File: config.mk
export PLATFORM = sky130hd
export DESIGN_NAME = rwf_lane
export DESIGN_NICKNAME = d
export VERILOG_FILES = /design/src/rtl/rwf_pkg.sv /design/src/rtl/rwf_lane.sv
export SDC_FILE = /design/constraint.sdc
export NUM_CORES = 1
export LEC_CHECK = 0
export BUFFER_PORTS_ARGS = -buffer_cell sky130_fd_sc_hd__buf_2
export CAP_MARGIN = 30
export CORE_MARGIN = 4
export CORE_UTILIZATION = 58
export CTS_BUF_LIST = sky130_fd_sc_hd__clkbuf_16
export DETAILED_ROUTE_END_ITERATION = 16
export PLACE_DENSITY = 0.81
export SETUP_SLACK_MARGIN = 0.1
export SYNTH_ARGS = -nofsm -noshare
export SYNTH_HDL_FRONTEND = slang
export SYNTH_SLANG_ARGS = --single-unit
File: constraint.sdc
create_clock -name clk -period 5.2 [get_ports clk]
set_clock_uncertainty 0.15 [all_clocks]
set_input_delay 1.04 -clock clk [delete_from_list [all_inputs] [get_ports clk]]
set_output_delay 1.04 -clock clk [all_outputs]
set_load 0.05 [all_outputs]
File: src/rtl/rwf_pkg.sv
// ----------------------------------------------------------------------------
// rwf_pkg: shared constants and types of the RGB window filter
// Sizes, field widths, register and command codes, pipeline step record.
// ----------------------------------------------------------------------------
package rwf_pkg;

	localparam int MAX_W      = 2048;
	localparam int K          = 5;
	localparam int CH         = 3;
	localparam int ROW_LIMIT  = 2048;
	localparam int BANK_COLS  = (MAX_W + K - 1) / K;
	localparam int BANK_DEPTH = K * BANK_COLS;
	localparam int BANK_AW    = $clog2(BANK_DEPTH);
	localparam int CQ_W       = $clog2(BANK_COLS + 1);
	localparam int MOD_W      = (K > 1) ? $clog2(K) : 1;
	localparam int NCOEF      = K * K;
	localparam int CIDX_W     = 5;
	localparam int POS_W      = 11;
	localparam int SIZE_W     = 12;
	localparam int KSZ_W      = 3;
	localparam int PIX_W      = 8;
	localparam int COEF_W     = 16;
	localparam int PROD_W     = COEF_W + PIX_W;
	localparam int SUM_W      = 29;
	localparam int CFG_IDX_W  = 3;

	localparam logic CMD_COEF  = 1'b0;
	localparam logic CMD_PIXEL = 1'b1;

	typedef enum logic [CFG_IDX_W-1:0] {
		REG_IMG_W = 3'd0,
		REG_IMG_H = 3'd1,
		REG_KER_W = 3'd2,
		REG_KER_H = 3'd3
	} cfg_reg_t;

	typedef enum logic [1:0] {
		ST_IDLE = 2'b01,
		ST_RUN  = 2'b10
	} seq_state_t;

	typedef logic [CH-1:0][PIX_W-1:0] rgb_t;
	typedef logic signed [COEF_W-1:0] coef_t;
	typedef logic signed [PROD_W-1:0] prod_t;
	typedef logic signed [SUM_W-1:0]  sum_t;

	typedef struct packed {
		logic             first;
		logic             last_row;
		logic             run_last;
		logic [POS_W-1:0] row;
		logic [POS_W-1:0] col;
	} step_t;

endpackage

File: src/rtl/rwf_lane.sv
// ----------------------------------------------------------------------------
// rwf_lane: one window-column lane
// Multiplies one coefficient by the three color samples of one pixel.
// ----------------------------------------------------------------------------
module rwf_lane import rwf_pkg::*; (
	input  logic  clk,
	input  logic  en,
	input  coef_t coef,
	input  rgb_t  pix,
	output prod_t prod [CH]
);

	logic signed [PROD_W:0] full [CH];

	// signed coefficient times unsigned sample
	always_comb begin
		for (int c = 0; c < CH; c++) begin
			full[c] = coef * $signed({1'b0, pix[c]});
		end
	end

	// register the products
	always_ff @(posedge clk) begin
		if (en) begin
			for (int c = 0; c < CH; c++) begin
				prod[c] <= full[c][PROD_W-1:0];
			end
		end
	end

endmodule

Word level (Yosys, flattened, before mapping)
Cells that the tools add are included.
{ "word_totals": {"ff_bits": 72, "latchBits": 0, "ramBits": 0, "romBits": 0, "in_bits": 42, "out_inout_bits": 72, "elab_cells": 6, "n_memories": 0} }
{ "classes": {"add_sub_neg": 0, "mul": 3, "div_mod_pow": 0, "n_lt_le_gt_ge": 0, "eq_ne": 0, "shift": 0, "n_mux": 0, "n_bitwise": 0, "n_reduce_logical": 0} }
{ "ops": {"columns": ["cell", "count"], "rows": [
  ["multiplier 16 x 9 -> 24 bit", 3]
]} }

Depth between registers and ports, before layout
Gate-level depths: netlist of the first run.
{ "logic_depth": {"depth_word": 1, "mapped_depth": 19, "ltp_nobuf": 17} }

Worst setup path after synthesis of the first run
No wires, ideal clock.
{ "synth_timing": {"kind": "input to register", "startpoint": "input port pix[18] (netlist name)", "endpoint": "register prod[20] (netlist name), data pin", "setup_time_ns": 0.262, "arrival_ns": 5.246, "required_time_ns": 4.788, "path_slack_ns": -0.458, "path_stages": 18, "path_buffers": 3, "cell_sequence": "clkbuf_1 clkbuf_1 nand2_1 fa_1 inv_1 fa_1 fa_1 inv_1 fa_1 inv_1 ha_1 buf_6 a21oi_2 o21ai_2 or3_1 o21a_1 a311o_1 xor2_1"} }
{ "synth_rtl": {"columns": ["item", "line_no", "source"], "rows": [
  ["start: declaration", "rwf_lane.sv:9", "input rgb_t pix,"],
  ["end signal: indexed assignment", "rwf_lane.sv:26", "prod[c] <= full[c][PROD_W-1:0];"],
  ["end: declaration", "rwf_lane.sv:10", "output prod_t prod [CH]"]
]} }

==> run summary, run 1 <==
- outcome: complete, no violations
- die outline area: 0.02992 mm²
- registers with the highest flip-flop counts: prod x72
- number of buffers created by CTS: 9
- root buffer cell: sky130_fd_sc_hd__clkbuf_16
- endpoint type of the worst setup path: flop
- Net Count, Synth: 2202
- vias post-DR: 13100
- EDFF count, synth: 72
- Post-CTS Hold Fix Bufs: 0
- worst supply voltage drop on vdd: 0.0006613 V
- area of the mapped netlist: 0.01579 mm²
- clock-pin transition on the worst setup and hold timing paths: 70 ps
- starting density of the core: 58.74%
- Die X-Extent: 173.0 µm
- share of layout cells above drive strength 1: 26.13%
- cell count of the worst hold path: 3
- GRT Residual Overflow: 0
- count of non-filler cells in the finished layout: 2385
- Post-Synthesis Mean Instance Area: 9.184 µm²
- Post-synth ARST share: 0%
- via count of the first global-routing pass: 14270
- startpoint-to-endpoint class of the critical path: in2reg
- global-route wire length before repair: 65530 µm
- startpoint types: input port
- cell accounting for the most synthesized area: sky130_fd_sc_hd__fa_1
- Design Power: 12.44 mW
- CTS tree: built
- synthesis-stage register bit count: 72
- count of TritonRoute iterations in the first routing pass: 6
- Bufs and invs on worst path: 5
- Post-Synthesis Cells: 1719
- core region area: 0.02688 mm²
- post-route worst hold slack: 960.5 ps
- pin count of the biggest net entering global routing: 73
- post-placement cell area: 0.01852 mm²
- warnings from Yosys: 0
- count of placed standard cells including taps: 2341
- CTS sink cnt: 72
- maximum level of the CTS H-tree: 3
- unique cell type count in the Yosys netlist: 57
- area added between synthesis and finish: 27.29%
- # IOs: 114
- required time reported for the critical path endpoint: 5150 ps
- Detail Route Antenna Nets: 0
- fraction of synthesized cell area taken by the top area cell type: 38.04%
- RSZ-0062 raised after global routing: true
- post-detailed-route DRC marker count: 0
- cell type with the highest occurrence count on the critical path: sky130_fd_sc_hd__fa_1
- power density over cell area: 619.2 mW/mm²
- GRT Resource Usage Total: 26.28%
- data arrival at the endpoint of the critical path: 5110 ps
- final routed wire length divided by cell count: 18.01 µm
- leakage component of the power: 10.33 nW
- final critical-path share of the clock period: 99.10%
- Area contributors post-synth: sky130_fd_sc_hd__fa_1 38%, sky130_fd_sc_hd__edfxtp_1 14%, sky130_fd_sc_hd__ha_1 11%
- number of endpoints failing setup at the final stage: 0
- post-synthesis sequential area ratio: 13.69%
- Relative slew margins: 70.59%
- Nets: 2522
- most flop-heavy register: prod
- actual slew at the worst max-slew pin: 441.2 ps
- initial antenna violation count: 0
- final-layout fill cell count: 1647
- post-DR vias/cell: 5.491
- CP max-delay cell: sky130_fd_sc_hd__fa_1
- die extent in y: 173.0 µm
- max reg flops: 72
- Layout Cell Area excl Fill: 0.02010 mm²
- critical path, cell by cell: buf_12 > buf_6 > and2_4 > fa_1 > fa_1 > fa_1 > inv_2 > fa_1 > inv_2 > ha_4 > a21oi_4 > nand2_2 > nor4b_4 > buf_4 > nor3_4 > o41ai_2 > xnor2_1
- largest stage delay on the critical path: 550 ps
- Final Wtd Congestion: 0.9024
- detailed-route wire length: 42950 µm
- startpoint of the worst hold path: coef[1]
- placed wire-length estimate after detailed placement: 29770 µm
- dominant delay contributor by cell family on the critical path: adder cells
- number of maximum-capacitance constraint violations: 0
- clock buffer depth: 2
- critical path peak fanout: 6
- class of the worst hold path: in2reg
- # rows: 60
- count of inserted antenna diode cells: 0
- timing-limited maximum frequency: 194.0 MHz
- count of routing violations after the opening detailed-route iteration: 875
- Port Buf Inserts: 113
- minimum period implied by the final worst setup slack: 5153 ps
- sink of the worst hold path: prod[1]
- final-layout setup total negative slack: 0 ps
- final count of hold timing violations: 0
- primary flip-flop cell chosen by synthesis mapping: sky130_fd_sc_hd__edfxtp_1
- Slew Viols, Final: 0
==> placed cells by master (no fill, tap or decap), types with 9 or more instances in the layout <==
cell | Yosys | layout
sky130_fd_sc_hd__nand3_1 | 12 | 9
sky130_fd_sc_hd__inv_2 | 0 | 18
sky130_fd_sc_hd__xnor2_1 | 43 | 42
sky130_fd_sc_hd__a21oi_1 | 47 | 32
sky130_fd_sc_hd__fa_2 | 0 | 18
sky130_fd_sc_hd__ha_1 | 141 | 109
sky130_fd_sc_hd__a21o_1 | 21 | 21
sky130_fd_sc_hd__a21oi_2 | 2 | 13
sky130_fd_sc_hd__ha_4 | 0 | 27
sky130_fd_sc_hd__nor2_1 | 28 | 25
sky130_fd_sc_hd__buf_6 | 2 | 29
sky130_fd_sc_hd__clkbuf_16 | 0 | 12
sky130_fd_sc_hd__buf_4 | 0 | 235
sky130_fd_sc_hd__xor2_1 | 22 | 22
sky130_fd_sc_hd__and2_1 | 164 | 160
sky130_fd_sc_hd__nand2_1 | 246 | 227
sky130_fd_sc_hd__o21ai_0 | 20 | 13
sky130_fd_sc_hd__buf_2 | 0 | 78
sky130_fd_sc_hd__inv_1 | 450 | 433
sky130_fd_sc_hd__fa_1 | 300 | 282
sky130_fd_sc_hd__nand2_2 | 0 | 14
sky130_fd_sc_hd__buf_12 | 0 | 11
sky130_fd_sc_hd__edfxtp_1 | 72 | 72
==> cell families (layout without fill, tap and decap cells) <==
kind of cell | after synthesis | after routing | synth area share (%)
AO/OA/AOI/OAI | 147 | 147 | 6.356
AND/OR/NAND/NOR | 484 | 484 | 14.91
buffers and inverters | 510 | 835 | 12.22
flip-flops | 72 | 72 | 13.69
XOR/XNOR | 65 | 65 | 3.606
adder cells (fa/ha/maj) | 441 | 441 | 49.22
==> final cells by class <==
type                            instances  area [µm²]  area share [%]
Tap cell                              341       426.7           2.123
Inverter                              450        1689           8.405
Clock inverter                          7       118.9          0.5915
Sequential cell                        72        2162           10.76
Multi-Input combinational cell       1137       12470           62.04
Timing Repair Buffer                  369        3007           14.96
Clock buffer                            9       225.2           1.121
==> worst max path at each step <==
stage | slack, ps | end | cells past startpoint | start
3_3_place_gp | -370 | prod[45] | 18 | coef[9]
4_1_cts | 60 | prod[45] | 16 | coef[9]
6_report | 50 | prod[69] | 17 | coef[9]
5_1_grt | -90 | prod[69] | 17 | coef[11]
2_1_floorplan | -160 | prod[20] | 18 | pix[18]
3_5_place_dp | -430 | prod[45] | 16 | coef[10]
==> stage by stage <==
stage | setup slack [ps] | utilization, %
global route | -88.49 | 74.77
detailed placement | -432.3 | 68.89
floorplan | -158.1 | -
global placement | -370.6 | 68.89
CTS | 62.71 | 70.92
finish | 46.60 | 74.77
==> synth_stat cells, types with 2 or more instances <==
cell type	count
sky130_fd_sc_hd__a21oi_2	2
sky130_fd_sc_hd__fa_1	300
sky130_fd_sc_hd__nor3_1	6
sky130_fd_sc_hd__inv_1	450
sky130_fd_sc_hd__a21boi_0	5
sky130_fd_sc_hd__o21ai_0	20
sky130_fd_sc_hd__nor4_1	2
sky130_fd_sc_hd__ha_1	141
sky130_fd_sc_hd__o31ai_1	2
sky130_fd_sc_hd__nand4_1	4
sky130_fd_sc_hd__edfxtp_1	72
sky130_fd_sc_hd__o211ai_1	4
sky130_fd_sc_hd__clkbuf_1	58
sky130_fd_sc_hd__a21o_1	21
sky130_fd_sc_hd__xor2_1	22
sky130_fd_sc_hd__and2_1	164
sky130_fd_sc_hd__a221oi_1	2
sky130_fd_sc_hd__o21bai_1	5
sky130_fd_sc_hd__o311ai_0	3
sky130_fd_sc_hd__a31oi_1	5
sky130_fd_sc_hd__a21oi_1	47
sky130_fd_sc_hd__a211oi_1	4
sky130_fd_sc_hd__o21ai_1	2
sky130_fd_sc_hd__a221o_1	2
sky130_fd_sc_hd__nand3_1	12
sky130_fd_sc_hd__or4_1	3
sky130_fd_sc_hd__o21a_1	6
sky130_fd_sc_hd__nand2_1	246
sky130_fd_sc_hd__nor2b_1	5
sky130_fd_sc_hd__nor2_1	28
sky130_fd_sc_hd__xnor2_1	43
sky130_fd_sc_hd__and4_1	2
sky130_fd_sc_hd__and3_1	6
sky130_fd_sc_hd__buf_6	2
==> tightest hold or removal path: stages <==
cell	delay [ps]
sky130_fd_sc_hd__buf_16	90
sky130_fd_sc_hd__and2_1	120
sky130_fd_sc_hd__ha_1	120
==> where the power goes <==
part	total (mW)	internal, mW	switching (mW)
clock	0.772	0.472	0.301
sequential	1.31	1.24	0.0619
combinational	10.4	4.75	5.61
==> timing repair <==
action                                 in CTS  in global routing
setup buffers                               3                 20
pin swaps                                   7                 93
setup endpoints to repair                  24                 31
endpoints found under the hold margin       0                  0
resized for setup                          42                205
gates cloned                                1                  3
==> layer usage <==
layer | GRT usage (%) | wire length [µm] | up-vias
li1 | - | - | 5788
met1 | 31.68 | 15550 | 6602
met5 | 0 | 0 | -
met4 | 8.081 | 1646 | 0
met3 | 4.241 | 2741 | 151
met2 | 48.42 | 23020 | 554
(Power assumes the default switching activity.)
==> run 2, diff against run 1 <==
- GPL_TIMING_DRIVEN: unset -> 0
==> run 2 against run 1 <==
Effect of this change:
- the flow now finishes with violations (setup timing)
- worst setup slack worse by 440 ps
- sequential cell count unchanged
- sequential power about the same
- sequential share of layout area down 0.13 points
- fmax down 7.8%
- clock power down 6.1%
- worst hold slack worse by 78 ps
- non-clock buffer count down 76
- cell count down 3.2%
- via count up 5.2%
- critical path type unchanged
- largest power group unchanged
==> run summary, run 2 (synthesis gave the netlist of run 1 again) <==
- part of the power in the clock network: 5.9%, was 6.2%
- proportion of power drawn by combinational gates: 83.4%, was 83.3%
- outcome: finished with violations, was complete, no violations
- switching power share of the total: 50.66%, was 48.00%
- final critical-path share of the clock period: 107.5%, was 99.10%
- Cell Int Power: 6.027 mW, was 6.471 mW
- Sequential Power Share: 10.7%, was 10.5%
- Relative slew margins: 68.83%, was 70.59%
- sum of routed wire segments on met1: 17320 µm, was 15550 µm
- clock-pin transition on the worst setup and hold timing paths: 70 ps, about the same
- highest signal layer in the routed design: met4, unchanged
- placed wire-length estimate after detailed placement: 30820 µm, was 29770 µm
- Final Wtd Congestion: 0.9222, was 0.9024
- area added between synthesis and finish: 28.85%, was 27.29%
- worst supply voltage drop on vdd: 0.0006218 V, was 0.0006613 V
- # rows: 60, unchanged
- Detail Route Antenna Nets: 0, unchanged
- root buffer cell: sky130_fd_sc_hd__clkbuf_16, unchanged
- startpoint types: input port, unchanged
- largest stage delay on the critical path: 620 ps, was 550 ps
- maximum level of the CTS H-tree: 3, unchanged
- global-route wire length before repair: 71580 µm, was 65530 µm
- registers with the highest flip-flop counts: prod x72, unchanged
- routed wire length on met3: 5434 µm, was 2741 µm
- violated checks: setup timing
- via count of the first global-routing pass: 14330, was 14270
- CP max-delay cell: sky130_fd_sc_hd__fa_1, unchanged
- max reg flops: 72, unchanged
- share of layout cells above drive strength 1: 25.62%, was 26.13%
- RSZ-0062 raised after global routing: true, unchanged
- detailed-route wire length: 51190 µm, was 42950 µm
- commonest non-fill, non-tap cell in the layout: sky130_fd_sc_hd__inv_1, unchanged
- die outline area: 0.02992 mm², unchanged
- number of maximum-capacitance constraint violations: 0, unchanged
- critical path peak fanout: 8, was 6
- vias post-DR: 13780, was 13100
- timing-limited maximum frequency: 178.9 MHz, was 194.0 MHz
- most flop-heavy register: prod, unchanged
- # IOs: 114, unchanged
- cell type with the highest occurrence count on the critical path: sky130_fd_sc_hd__fa_1, unchanged
- actual slew at the worst max-slew pin: 462.7 ps, was 441.2 ps
- P_sw: 6.189 mW, was 5.973 mW
- CTS tree: built, unchanged
- number of buffers created by CTS: 9, unchanged
- most frequent cells in the layout: 428 x sky130_fd_sc_hd__inv_1, 274 x sky130_fd_sc_hd__fa_1, 222 x sky130_fd_sc_hd__nand2_1, 160 x sky130_fd_sc_hd__and2_1, 103 x sky130_fd_sc_hd__ha_1, was 433 x sky130_fd_sc_hd__inv_1, 282 x sky130_fd_sc_hd__fa_1, 235 x sky130_fd_sc_hd__buf_4, 227 x sky130_fd_sc_hd__nand2_1, 160 x sky130_fd_sc_hd__and2_1
- pin count of the biggest net entering global routing: 73, unchanged
- Die X-Extent: 173.0 µm, unchanged
- critical path, cell by cell: buf_8 > clkbuf_16 > nand2_1 > fa_1 > inv_1 > fa_1 > fa_1 > inv_1 > fa_1 > inv_2 > ha_4 > a21oi_4 > nand2_2 > nor4b_4 > buf_4 > nor3_4 > o41ai_2 > xnor2_1, was buf_12 > buf_6 > and2_4 > fa_1 > fa_1 > fa_1 > inv_2 > fa_1 > inv_2 > ha_4 > a21oi_4 > nand2_2 > nor4b_4 > buf_4 > nor3_4 > o41ai_2 > xnor2_1
- placement-stage worst setup slack: -908.8 ps, was -432.3 ps
- power density over cell area: 600.5 mW/mm², was 619.2 mW/mm²
- data arrival at the endpoint of the critical path: 5550 ps, was 5110 ps
- minimum period implied by the final worst setup slack: 5589 ps, was 5153 ps
- Design Power: 12.22 mW, was 12.44 mW
- post-detailed-route DRC marker count: 0, unchanged
- count of inserted antenna diode cells: 0, unchanged
- final routed wire length divided by cell count: 22.18 µm, was 18.01 µm
- initial antenna violation count: 0, unchanged
- met2 WL: 24410 µm, was 23020 µm
- count of TritonRoute iterations in the first routing pass: 8, was 6
- final count of hold timing violations: 0, unchanged
- die extent in y: 173.0 µm, unchanged
- post-DR vias/cell: 5.971, was 5.491
- number of endpoints failing setup at the final stage: 10, was 0
- starting density of the core: 58.74%, unchanged
- final core area utilization: 75.69%, was 74.77%
- Port Buf Inserts: 112, was 113
- Post-CTS Hold Fix Bufs: 0, unchanged
- worst path setup slack after routing: -388.9 ps, was 46.60 ps
- CTS sink cnt: 72, unchanged
- GRT Resource Usage Total: 29.81%, was 26.28%
- GRT Residual Overflow: 0, unchanged
- startpoint-to-endpoint class of the critical path: in2reg, unchanged
- final-layout setup total negative slack: -2693 ps, was 0 ps
- required time reported for the critical path endpoint: 5160 ps, was 5150 ps
- count of routing violations after the opening detailed-route iteration: 1378, was 875
- Nets: 2446, was 2522
- Slew Viols, Final: 0, unchanged
- leakage component of the power: 10.17 nW, was 10.33 nW
- core region area: 0.02688 mm², unchanged
- clock buffer depth: 2, unchanged
- class of the worst hold path: in2reg, unchanged
- endpoint type of the worst setup path: flop, unchanged
[run 2: power by group through the flow]
stage / combinational [mW] / clock, mW / sequential, mW
6_report: 10.2 / 0.725 / 1.30
5_1_grt: 11.0 / 0.748 / 1.33
4_1_cts: 8.47 / 0.713 / 1.30
3_5_place_dp: 7.64 / 0 / 1.31
3_3_place_gp: 7.38 / 0 / 1.31
2_1_floorplan: 5.20 / 0 / 2.24
[run 2: worst max-delay path, delay by kind of cell]
| kind | cells | cell delay (ps) |
|---|---|---|
| AO/OA/AOI/OAI | 2 | 440 |
| XOR/XNOR | 1 | 120 |
| adder cells (fa/ha/maj) | 5 | 2480 |
| AND/OR/NAND/NOR | 4 | 690 |
| buffers and inverters | 6 | 770 |
[run 2: metal layers]
| metal | vias up | global-route usage [%] |
|---|---|---|
| met4 | 0 | 13.34 |
| met5 | - | 0 |
| met1 | 6726 | 35.62 |
| met2 | 1017 | 51.89 |
| li1 | 5638 | - |
| met3 | 401 | 6.581 |
[run 2: stage by stage]
stage | area (µm²) | hold WS [ps] | instances
after floorplan | 16080 | 1003 | 1719
after detailed placement | 17070 | 1315 | 2172
after global routing | 20340 | 890.5 | 2308
final | 20340 | 882.0 | 2308
after CTS | 19060 | 857.9 | 2250
after global placement | 17070 | 1309 | 2172
[run 2: final timing paths]
kind	start	end	slack (ps)	cells after the start
worst max-delay path	coef[7]	prod[69]	-390	18
worst min-delay path	pix[8]	prod[24]	880	2
[run 2: cell type report]
class | count | area (µm²)
Buffer | 59 | 1062
Clock buffer | 9 | 225.2
Tap cell | 341 | 426.7
Multi-Input combinational cell | 1137 | 12770
Timing Repair Buffer | 234 | 1926
Inverter | 450 | 1689
Clock inverter | 6 | 85.08
Sequential cell | 72 | 2162
Fill cell | 1553 | 6534
[run 2: what timing repair did]
| item | CTS | global route |
|---|---|---|
| gates resized for setup | 244 | 222 |
| gates cloned | 4 | 6 |
| pin swaps | 62 | 93 |
| endpoints found under the setup margin | 36 | 31 |
| setup buffers | 60 | 51 |
==> run 3, diff against run 2 <==
- CORE_MARGIN: 4 -> 2
==> run 3 against run 2 <==
Effect of this change:
- the run still ends with setup timing left
- clock power is 1% lower
- worst setup slack gained 240 ps
- global-route usage is 1.6 points higher
- count of clock-buffer cells in the layout is the same
- sequential share of layout area up 0.077 points
- worst hold slack lost 20 ps
- via count shrank 2.1%
- critical path depth unchanged
- largest cell class unchanged
- sequential cell count stayed put
- die area fell by 4.6%
- critical endpoint is now prod[70]
- first-iteration DRC count fell by 1.9%
- design area is 0.72% lower
==> run summary, run 3 (synthesis gave the netlist of run 1 again) <==
- outcome: finished with violations, unchanged
- violated checks: setup timing, unchanged
- die outline area: 0.02856 mm², was 0.02992 mm²
- final routed wire length divided by cell count: 21.73 µm, was 22.18 µm
- number of buffers created by CTS: 9, unchanged
- required time reported for the critical path endpoint: 5160 ps, about the same
- startpoint-to-endpoint class of the critical path: in2reg, unchanged
- share of layout cells above drive strength 1: 25.64%, was 25.62%
- startpoint types: input port, unchanged
- highest signal layer in the routed design: met5, was met4
- Design Power: 11.81 mW, was 12.22 mW
- # IOs: 114, unchanged
- minimum period implied by the final worst setup slack: 5349 ps, was 5589 ps
- leakage component of the power: 10.17 nW, about the same
- area taken by multi-input logic gates: 0.01264 mm², was 0.01277 mm²
- largest stage delay on the critical path: 480 ps, was 620 ps
- GRT Resource Usage Total: 31.40%, was 29.81%
- commonest non-fill, non-tap cell in the layout: sky130_fd_sc_hd__inv_1, unchanged
- initial antenna violation count: 3, was 0
- routed wire length on met3: 5490 µm, was 5434 µm
- post-detailed-route DRC marker count: 0, unchanged
- class of the worst hold path: in2reg, unchanged
- critical path, cell by cell: buf_12 > buf_8 > buf_2 > nand2_1 > fa_1 > inv_1 > fa_1 > ha_1 > inv_1 > fa_1 > inv_1 > fa_2 > a211oi_2 > o21bai_2 > o21ai_4 > o21ai_2 > a221oi_2 > xnor2_1, was buf_8 > clkbuf_16 > nand2_1 > fa_1 > inv_1 > fa_1 > fa_1 > inv_1 > fa_1 > inv_2 > ha_4 > a21oi_4 > nand2_2 > nor4b_4 > buf_4 > nor3_4 > o41ai_2 > xnor2_1
- Port Buf Inserts: 112, unchanged
- root buffer cell: sky130_fd_sc_hd__clkbuf_16, unchanged
- Nets: 2445, was 2446
- startpoint of the worst hold path: pix[8], unchanged
- final core area utilization: 75.14%, was 75.69%
- endpoint type of the worst setup path: flop, unchanged
- # rows: 60, unchanged
- dominant delay contributor by cell family on the critical path: adder cells, unchanged
- Post-CTS Hold Fix Bufs: 0, unchanged
- clock-pin transition on the worst setup and hold timing paths: 60 ps, was 70 ps
- maximum level of the CTS H-tree: 3, unchanged
- count of routing violations after the opening detailed-route iteration: 1352, was 1378
- GRT Residual Overflow: 0, unchanged
- Reg area: 0.002162 mm², unchanged
- number of maximum-capacitance constraint violations: 0, unchanged
- worst path setup slack after routing: -149.2 ps, was -388.9 ps
- CP max-delay cell: sky130_fd_sc_hd__fa_1, unchanged
- registers with the highest flip-flop counts: prod x72, unchanged
- core region area: 0.02688 mm², unchanged
- most flop-heavy register: prod, unchanged
- sink of the worst hold path: prod[24], unchanged
- Bufs and invs on worst path: 6, unchanged
- cell count of the worst hold path: 2, unchanged
- global-route wire length before repair: 69480 µm, was 71580 µm
- CTS tree: built, unchanged
- die extent in y: 169.0 µm, was 173.0 µm
- pin count of the biggest net entering global routing: 73, unchanged
- placed wire-length estimate after detailed placement: 30350 µm, was 30820 µm
- number of endpoints failing setup at the final stage: 9, was 10
- area added between synthesis and finish: 27.92%, was 28.85%
- number of cells on the critical path: 18, unchanged
- detailed-route wire length: 50130 µm, was 51190 µm
- Relative slew margins: 33.70%, was 68.83%
- data arrival at the endpoint of the critical path: 5300 ps, was 5550 ps
- critical path peak fanout: 6, was 8
- sum of routed wire segments on met1: 17090 µm, was 17320 µm
- power density over cell area: 584.7 mW/mm², was 600.5 mW/mm²
- Final Wtd Congestion: 0.9278, was 0.9222
- final critical-path share of the clock period: 102.9%, was 107.5%
- count of TritonRoute iterations in the first routing pass: 6, was 8
- most frequent cells in the layout: 423 x sky130_fd_sc_hd__inv_1, 282 x sky130_fd_sc_hd__fa_1, 211 x sky130_fd_sc_hd__nand2_1, 156 x sky130_fd_sc_hd__and2_1, 108 x sky130_fd_sc_hd__ha_1, was 428 x sky130_fd_sc_hd__inv_1, 274 x sky130_fd_sc_hd__fa_1, 222 x sky130_fd_sc_hd__nand2_1, 160 x sky130_fd_sc_hd__and2_1, 103 x sky130_fd_sc_hd__ha_1
- count of inserted antenna diode cells: 0, unchanged
- Slew Viols, Final: 0, unchanged
- met2 WL: 24280 µm, was 24410 µm
- timing-limited maximum frequency: 186.9 MHz, was 178.9 MHz
- via count of the first global-routing pass: 13990, was 14330
- Detail Route Antenna Nets: 0, unchanged
- vias post-DR: 13500, was 13780
- CTS sink cnt: 72, unchanged
- actual slew at the worst max-slew pin: 994.4 ps, was 462.7 ps
- final-layout setup total negative slack: -406.3 ps, was -2693 ps
- Die X-Extent: 169.0 µm, was 173.0 µm
- RSZ-0062 raised after global routing: true, unchanged
- starting density of the core: 58.74%, unchanged
- clock buffer depth: 2, unchanged
- worst supply voltage drop on vdd: 0.0005547 V, was 0.0006218 V
- final-layout fill cell count: 1584, was 1553
- post-DR vias/cell: 5.851, was 5.971
- final count of hold timing violations: 0, unchanged
- max reg flops: 72, unchanged
run 3: routing by layer:
layer / track usage, % / vias up
li1: - / 5623
met1: 38.14 / 6639
met2: 53.55 / 940
met3: 6.710 / 290
met4: 15.16 / 6
met5: 0 / -
run 3: timing repair:
item,CTS,global route
cloned,3,9
setup endpoints to repair,35,34
buffers inserted,56,54
pin swaps,55,104
gates resized for setup,230,237
run 3: report_power, final:
group / total (mW) / switching [mW] / internal, mW / leakage, nW
logic: 9.79 / 5.66 / 4.13 / 9.32
clock network: 0.715 / 0.298 / 0.417 / 0.147
registers: 1.30 / 0.0574 / 1.24 / 0.704
run 3: cell type report:
cell class / instances / area share [%]
multi-input cells: 1137 / 62.59
flip-flops and latches: 72 / 10.71
repair buffers: 234 / 9.646
inverters: 450 / 8.364
plain buffers: 58 / 5.043
well taps: 341 / 2.113
clock buffers: 9 / 1.115
clock inverters: 6 / 0.4213
run 3: metrics by stage:
step / setup WS, ps / hold slack [ps] / cell area, µm² / std cells
4_1_cts: 16.72 / 872.5 / 18930 / 2245
5_1_grt: -234.1 / 875.9 / 20200 / 2307
2_1_floorplan: -158.1 / 1003 / 16080 / 1719
6_report: -149.2 / 862.2 / 20200 / 2307
3_5_place_dp: -1014 / 1307 / 17070 / 2172
3_3_place_gp: -865.4 / 1309 / 17070 / 2172
run 3: worst max path at each step:
stage / start / endpoint / slack, ps
3_3_place_gp: coef[10] / prod[18] / -870
5_1_grt: coef[3] / prod[70] / -230
3_5_place_dp: coef[11] / prod[18] / -1010
4_1_cts: pix[21] / prod[20] / 20
2_1_floorplan: pix[18] / prod[20] / -160
6_report: coef[3] / prod[70] / -150
